==> src/rtl/core/tprq_pkg.sv <==
`timescale 1ns / 1ps

package tprq_pkg;

    localparam int TPRQ_COORD_WIDTH  = 32;
    localparam int TPRQ_NORMAL_WIDTH = 16;

    localparam int FACES        = 4;
    localparam int NORMAL_REG_W = 48;
    localparam int OFFSET_REG_W = 64;
    localparam int HALF_TOL_W   = 32;
    localparam int CFG_DATA_W   = 64;
    localparam int CFG_INDEX_W  = 3;

    // quotient magnitudes saturate at 2^QBITS
    localparam int QBITS = 60;

    localparam logic [CFG_INDEX_W-1:0] CFG_FACE0_NORMAL = 3'd0;
    localparam logic [CFG_INDEX_W-1:0] CFG_FACE1_NORMAL = 3'd1;
    localparam logic [CFG_INDEX_W-1:0] CFG_FACE2_NORMAL = 3'd2;
    localparam logic [CFG_INDEX_W-1:0] CFG_FACE3_NORMAL = 3'd3;
    localparam logic [CFG_INDEX_W-1:0] CFG_OFFSETS_LOW  = 3'd4;
    localparam logic [CFG_INDEX_W-1:0] CFG_OFFSETS_HIGH = 3'd5;
    localparam logic [CFG_INDEX_W-1:0] CFG_HALF_TOL     = 3'd6;

    localparam logic [1:0] LOC_INSIDE  = 2'd0;
    localparam logic [1:0] LOC_SURFACE = 2'd1;
    localparam logic [1:0] LOC_OUTSIDE = 2'd2;

    typedef struct packed {
        logic [3:0] ent;
        logic [3:0] tcand;
        logic [3:0] cpos;
        logic [3:0] dneg;
        logic       miss;
        logic       exz;
        logic [1:0] exz_face;
        logic [1:0] loc;
        logic [3:0] mask;
        logic [1:0] nearest;
    } tprq_flags_t;

    function automatic int max_int(input int a, input int b);
        return (a > b) ? a : b;
    endfunction

endpackage

==> src/rtl/core/tprq_resolve.sv <==
`timescale 1ns / 1ps

module tprq_resolve #(
    parameter int COORD_WIDTH = tprq_pkg::TPRQ_COORD_WIDTH
) (
    input  logic                              clk,
    input  logic                              rst_n,
    input  logic                              in_valid,
    input  logic [3:0][tprq_pkg::QBITS:0]     quo,
    input  tprq_pkg::tprq_flags_t             in_flags,
    input  logic [2*COORD_WIDTH-1:0]          in_side,
    input  logic [tprq_pkg::HALF_TOL_W-1:0]   half_tol,
    input  logic                              out_ready,
    output logic                              adv,
    output logic                              out_valid,
    output logic [1:0]                        location,
    output logic [COORD_WIDTH-1:0]            safety_in,
    output logic [COORD_WIDTH-1:0]            safety_out,
    output logic [COORD_WIDTH-1:0]            entry_distance,
    output logic                              entry_hit,
    output logic [COORD_WIDTH-1:0]            exit_distance,
    output logic [1:0]                        exit_face,
    output logic [3:0]                        surface_mask,
    output logic [1:0]                        nearest_face
);
    import tprq_pkg::*;

    localparam int TS  = QBITS + 3;
    localparam int EXW = QBITS + 2;
    localparam logic signed [TS-1:0] T_INF  = {2'b01, {(QBITS+1){1'b0}}};
    localparam logic signed [TS-1:0] T_NINF = -T_INF;
    localparam logic [EXW-1:0]       EX_INF = {1'b1, {(QBITS+1){1'b0}}};

    logic v1_reg, v2_reg;
    logic out_load;

    logic signed [TS-1:0] qs     [0:3];
    logic signed [TS-1:0] tin_c  [0:3];
    logic signed [TS-1:0] tout_c [0:3];
    logic [EXW-1:0]       ex_c   [0:3];

    logic signed [TS-1:0] tin01_reg, tin23_reg, tout01_reg, tout23_reg;
    logic [EXW-1:0]       ex01_reg, ex23_reg;
    logic                 e01_reg, e23_reg;
    tprq_flags_t          flags1_reg, flags2_reg;
    logic [2*COORD_WIDTH-1:0] side1_reg, side2_reg;

    logic signed [TS-1:0] tin_reg, tout_reg;
    logic [EXW-1:0]       ex_reg;
    logic [1:0]           exf_reg;

    logic signed [TS:0]   tv, diff;
    logic                 miss, found;
    logic [COORD_WIDTH-1:0] entry_next, exit_next;
    logic [1:0]           exit_face_next;

    logic                   out_valid_reg;
    logic [1:0]             location_reg, exit_face_reg, nearest_reg;
    logic [COORD_WIDTH-1:0] safety_in_reg, safety_out_reg, entry_reg, exit_reg;
    logic                   hit_reg;
    logic [3:0]             mask_reg;

    assign out_load = !out_valid_reg || out_ready;
    assign adv      = !v2_reg || out_load;

    always_ff @(posedge clk or negedge rst_n)
    begin
        if (!rst_n)
        begin
            v1_reg        <= 1'b0;
            v2_reg        <= 1'b0;
            out_valid_reg <= 1'b0;
        end
        else
        begin
            if (adv)
            begin
                v1_reg <= in_valid;
                v2_reg <= v1_reg;
            end
            if (out_load)
            begin
                out_valid_reg <= v2_reg;
            end
        end
    end

    always_comb
    begin
        for (int i = 0; i < 4; i++)
        begin
            qs[i]     = {2'b00, quo[i]};
            tin_c[i]  = in_flags.ent[i] ? (in_flags.dneg[i] ? -qs[i] : qs[i]) : T_NINF;
            tout_c[i] = in_flags.tcand[i] ? qs[i] : T_INF;
            ex_c[i]   = in_flags.cpos[i] ? {1'b0, quo[i]} : EX_INF;
        end
    end

    // pairwise reduction, then final
    always_ff @(posedge clk)
    begin
        if (adv)
        begin
            tin01_reg  <= (tin_c[1] > tin_c[0]) ? tin_c[1] : tin_c[0];
            tin23_reg  <= (tin_c[3] > tin_c[2]) ? tin_c[3] : tin_c[2];
            tout01_reg <= (tout_c[1] < tout_c[0]) ? tout_c[1] : tout_c[0];
            tout23_reg <= (tout_c[3] < tout_c[2]) ? tout_c[3] : tout_c[2];
            e01_reg    <= ex_c[1] < ex_c[0];
            ex01_reg   <= (ex_c[1] < ex_c[0]) ? ex_c[1] : ex_c[0];
            e23_reg    <= ex_c[3] < ex_c[2];
            ex23_reg   <= (ex_c[3] < ex_c[2]) ? ex_c[3] : ex_c[2];
            flags1_reg <= in_flags;
            side1_reg  <= in_side;

            tin_reg    <= (tin23_reg > tin01_reg) ? tin23_reg : tin01_reg;
            tout_reg   <= (tout23_reg < tout01_reg) ? tout23_reg : tout01_reg;
            ex_reg     <= (ex23_reg < ex01_reg) ? ex23_reg : ex01_reg;
            exf_reg    <= (ex23_reg < ex01_reg) ? {1'b1, e23_reg} : {1'b0, e01_reg};
            flags2_reg <= flags1_reg;
            side2_reg  <= side1_reg;
        end
    end

    always_comb
    begin
        tv    = {{(TS+1-HALF_TOL_W){1'b0}}, half_tol};
        diff  = (TS+1)'(tout_reg) - (TS+1)'(tin_reg);
        miss  = flags2_reg.miss || (diff <= tv);
        found = |flags2_reg.cpos;

        if (miss)
        begin
            entry_next = '1;
        end
        else if ((TS+1)'(tin_reg) < tv)
        begin
            entry_next = '0;
        end
        else if (|tin_reg[TS-1:COORD_WIDTH])
        begin
            entry_next = '1;
        end
        else
        begin
            entry_next = tin_reg[COORD_WIDTH-1:0];
        end

        if (!found)
        begin
            exit_next      = '1;
            exit_face_next = 2'd0;
        end
        else if (flags2_reg.exz)
        begin
            exit_next      = '0;
            exit_face_next = flags2_reg.exz_face;
        end
        else
        begin
            exit_next      = (|ex_reg[EXW-1:COORD_WIDTH]) ? '1 : ex_reg[COORD_WIDTH-1:0];
            exit_face_next = exf_reg;
        end
    end

    always_ff @(posedge clk)
    begin
        if (out_load)
        begin
            location_reg   <= flags2_reg.loc;
            safety_in_reg  <= side2_reg[2*COORD_WIDTH-1:COORD_WIDTH];
            safety_out_reg <= side2_reg[COORD_WIDTH-1:0];
            entry_reg      <= entry_next;
            hit_reg        <= !miss;
            exit_reg       <= exit_next;
            exit_face_reg  <= exit_face_next;
            mask_reg       <= flags2_reg.mask;
            nearest_reg    <= flags2_reg.nearest;
        end
    end

    assign out_valid      = out_valid_reg;
    assign location       = location_reg;
    assign safety_in      = safety_in_reg;
    assign safety_out     = safety_out_reg;
    assign entry_distance = entry_reg;
    assign entry_hit      = hit_reg;
    assign exit_distance  = exit_reg;
    assign exit_face      = exit_face_reg;
    assign surface_mask   = mask_reg;
    assign nearest_face   = nearest_reg;

endmodule

==> config.mk <==
export PLATFORM = sky130hd
export DESIGN_NAME = tprq_resolve
export DESIGN_NICKNAME = d
export VERILOG_FILES = /design/src/rtl/core/tprq_pkg.sv /design/src/rtl/core/tprq_resolve.sv
export SDC_FILE = /design/constraint.sdc
export NUM_CORES = 2
export LEC_CHECK = 0
export BUFFER_PORTS_ARGS = -buffer_cell sky130_fd_sc_hd__buf_4
export CORE_ASPECT_RATIO = 0.8
export CORE_UTILIZATION = 30
export DETAILED_ROUTE_END_ITERATION = 7
export SLEW_MARGIN = 30
export SYNTH_ARGS = -nofsm -noshare
export SYNTH_HDL_FRONTEND = slang
export SYNTH_SLANG_ARGS = --single-unit
==> constraint.sdc <==
create_clock -name clk -period 52.2 [get_ports clk]
set_input_delay 15.66 -clock clk [delete_from_list [all_inputs] [get_ports clk]]
set_output_delay 15.66 -clock clk [all_outputs]
set_load 0.02 [all_outputs]
==> results.md <==
- Max clock buf depth: 3
- Distinct cell type count after synthesis: 78
- Adder-cell share of the synthesized area: roughly 14%
- Hold Crit Start: side2_reg[18]$_DFFE_PP_
- Htree depth: 3
- Root buffer cell: clkbuf_16
- Detailed-route DRC error count: 0
- Status: completed
- Compound-Gate Fraction of Synth Area: between 10% and 20%
- Final Hold Viols: 0
- Drt pass-1 iters: 6
- RSZ-0062 raised after global routing: no
- Mapped Avg Cell Area: 10.1 µm²
- Clk sinks: approximately 870
- Cell row count: between 100 and 150
- Clk_lat worst skew: ~750 ps
- Number of buffers created by CTS: 100
- Flop2flop setup slack: roughly 46000 ps
- Critical Path AT: between 15000 and 20000 ps
- Final ANT Viol Nets: 0
- YS warnings: 0
- Switching Fraction: about two fifths
- Multi-input combinational cell area: 32500 µm²
- Worst hold-check path type: reg -> reg
- Setup TNS: 0 ps
- CP startpoint kind: input pin
- Initial antenna violation count: between 90 and 100
- Clk slew on worst S/H paths: 60 ps
- Hold_buf cts: 0
- Total power: about 3 mW
- Commonest non-fill, non-tap cell in the layout: edfxtp_1
- Required @ worst endpoint: 36540 ps
- First-pass GRT wire length: around 310 mm
- DRT iter0 DRCs: approximately 4200
- Top FF cell, synth: edfxtp_1
- Pwr Density: 41.8 nW/µm²
- Vias: just under 50000
- Clock power share: between 20% and 30%
- Post-route minimum period: roughly 32000 ps
- Synth Register Bits: between 800 and 900
- P_sw: around 1.1 mW
- Reg2reg start: tin_reg[0]$_DFFE_PP_
- Post-CTS Resized: 0
- Height of the die: roughly 400 µm
- Post-Syn Area: just over 60000 µm²
- Vias in the first global route: about 47000
- Hold Path Stages: 0
- CTS tree: built
- Post-synth EDFFs: roughly 860
- Pint: about 1.9 mW
- Final setup violation count: 0
- Final global-route overflow total: 0
- Post-Synth Simple-Gate Area: between 10% and 20%
- Nets@finish: around 7600
- Hold Path Sink: safety_out[18]$_DFFE_PP_
- Die Span X: a little over 500 µm
- Slew Limit Headroom: about a third
- Setup Skew: 53.6 ps
- Final HPWL DP: 173 mm
- Worst Reg-to-Reg Cells: 23
- Mapped Nets: between 7000 and 8000
- Post-Syn Instances: 6096
- Core area: approximately 200000 µm²
- Fill cell count: 20400
- Fin crit share: a little over 60%
- Highest-count cells in the layout ignoring fill and taps: edfxtp_1 (864), nand2_1 (749), ha_1 (684)
- Reg area: 26000 µm²
- Routed len/inst: approximately 23 µm
- Max_cap viols: 0
- GRT Overall Usage: roughly a fifth
- Setup Crit Path Kind: in -> out
- Largest family of logic cells by synthesized area: adder cells
- Vias per std cell: 5.18
- Pleak: ~32 nW
- Fmax: approximately 31 MHz
- Die ar.: around 210000 µm²
- Max FO, Critical Path: 42
- Pins Over Slew Limit: 0
- Final Wtd Congestion: 0.979
- # port buffers: 512
- Total Wirelength: about 210 mm
- Peak supply drop: approximately 0.000029 V
- Largest net degree at the start of global routing: 152
- Xor/xnor share of the synthesized area: under 10%
- Mux contribution to synthesized area: ~8.6%
- Worst Setup End Kind: output port
- Crit Reg-Reg Endpoint: entry_distance[29]$_SDFFCE_PP1P_
- Ys async rst share: less than 1%
- Layout cells sized above 1: ~15%
- Seq pwr share: 36.0%
- I/O pin count: about 500
- Worst-margin pin slew: 1020 ps
- Setup bufs post-CTS: 0
- Register area share after synthesis: approximately 42%
- Logic pwr share: just under 40%
- Effective utilization at floorplan: 30.2%
- P&R area growth vs syn: 16.8%
-- through the flow --
stage	hold slack (ps)	util, %	cells	area, µm²	setup slack [ps]
6_report	392	35.3	9339	72000	19810
5_1_grt	401	35.3	9337	72000	19700
4_1_cts	388	35.2	9288	71800	19780
3_5_place_dp	405	33.6	9103	68400	19790
3_3_place_gp	400	33.6	9103	68400	19810
2_1_floorplan	400	-	6096	61600	4400
-- critical path, cell delays in order --
cell and delay (ps):
buf_4 80, nand3b_1 130, buf_4 550, buf_4 260
-- synth_stat cells, drive strengths merged, types with 40 or more instances --
cell,n,area (µm²)
nor4,40,250
ha,684,8560
o21ai,388,1940
xnor2,147,1290
mux2i,314,3140
nor3,53,265
or3,49,307
or4,42,338
nand2,749,2810
a21oi,248,1240
nor2b,83,519
clkbuf,221,830
and2,66,413
mux2,190,2140
inv,619,2320
nor2,155,582
o211ai,82,616
a21o,202,1520
nand4,162,1010
xor2,132,1160
o31ai,85,643
nand2b,188,1210
edfxtp,864,25900
-- power groups by stage --
stage | clock, mW | combinational (mW) | sequential (mW)
global route | 0.774 | 1.32 | 1.10
finish | 0.730 | 1.19 | 1.08
detailed placement | 0 | 1.18 | 1.09
global placement | 0 | 1.16 | 1.09
floorplan | 0 | 0.790 | 1.13
CTS | 0.751 | 1.19 | 1.08
-- worst max path at each step --
stage | from | endpoint | slack [ps] | depth (start not counted)
global route | out_ready | adv | 19700 | 4
detailed placement | out_ready | adv | 19790 | 4
floorplan | out_ready | adv | 4400 | 1
CTS | out_ready | adv | 19780 | 4
finish | out_ready | adv | 19810 | 4
global placement | out_ready | adv | 19810 | 4
-- routing by layer --
layer / up-vias / track usage (%) / part of all wire, %
met5: - / 0 / 0.12
met4: 40 / 8.55 / 3.9
met3: 346 / 3.64 / 6.3
met2: 1614 / 29.3 / 42
met1: 23400 / 28.8 / 47
li1: 23000 / - / -
-- kinds of logic (layout without fill, tap and decap cells) --
family          count (synthesis)  after routing
simple gates                 1678           1678
compound gates               1219           1219
flops                         867            867
buf+inv                       864           1357
fa+ha+maj                     685            685
mux                           504            504
xor+xnor                      279            279
other cells                     0             50
-- area by class of cell --
class                      count  area share, %
inverter                     619           3.23
timing repair buffer         553           5.85
sequential                   867           36.2
clock inverter                76           1.19
antenna                       50          0.174
multi-input combinational   4365           45.2
tap                         2700           4.69
clock buffer                 109           3.52
Note: power is estimated with default switching activity, not from simulation.
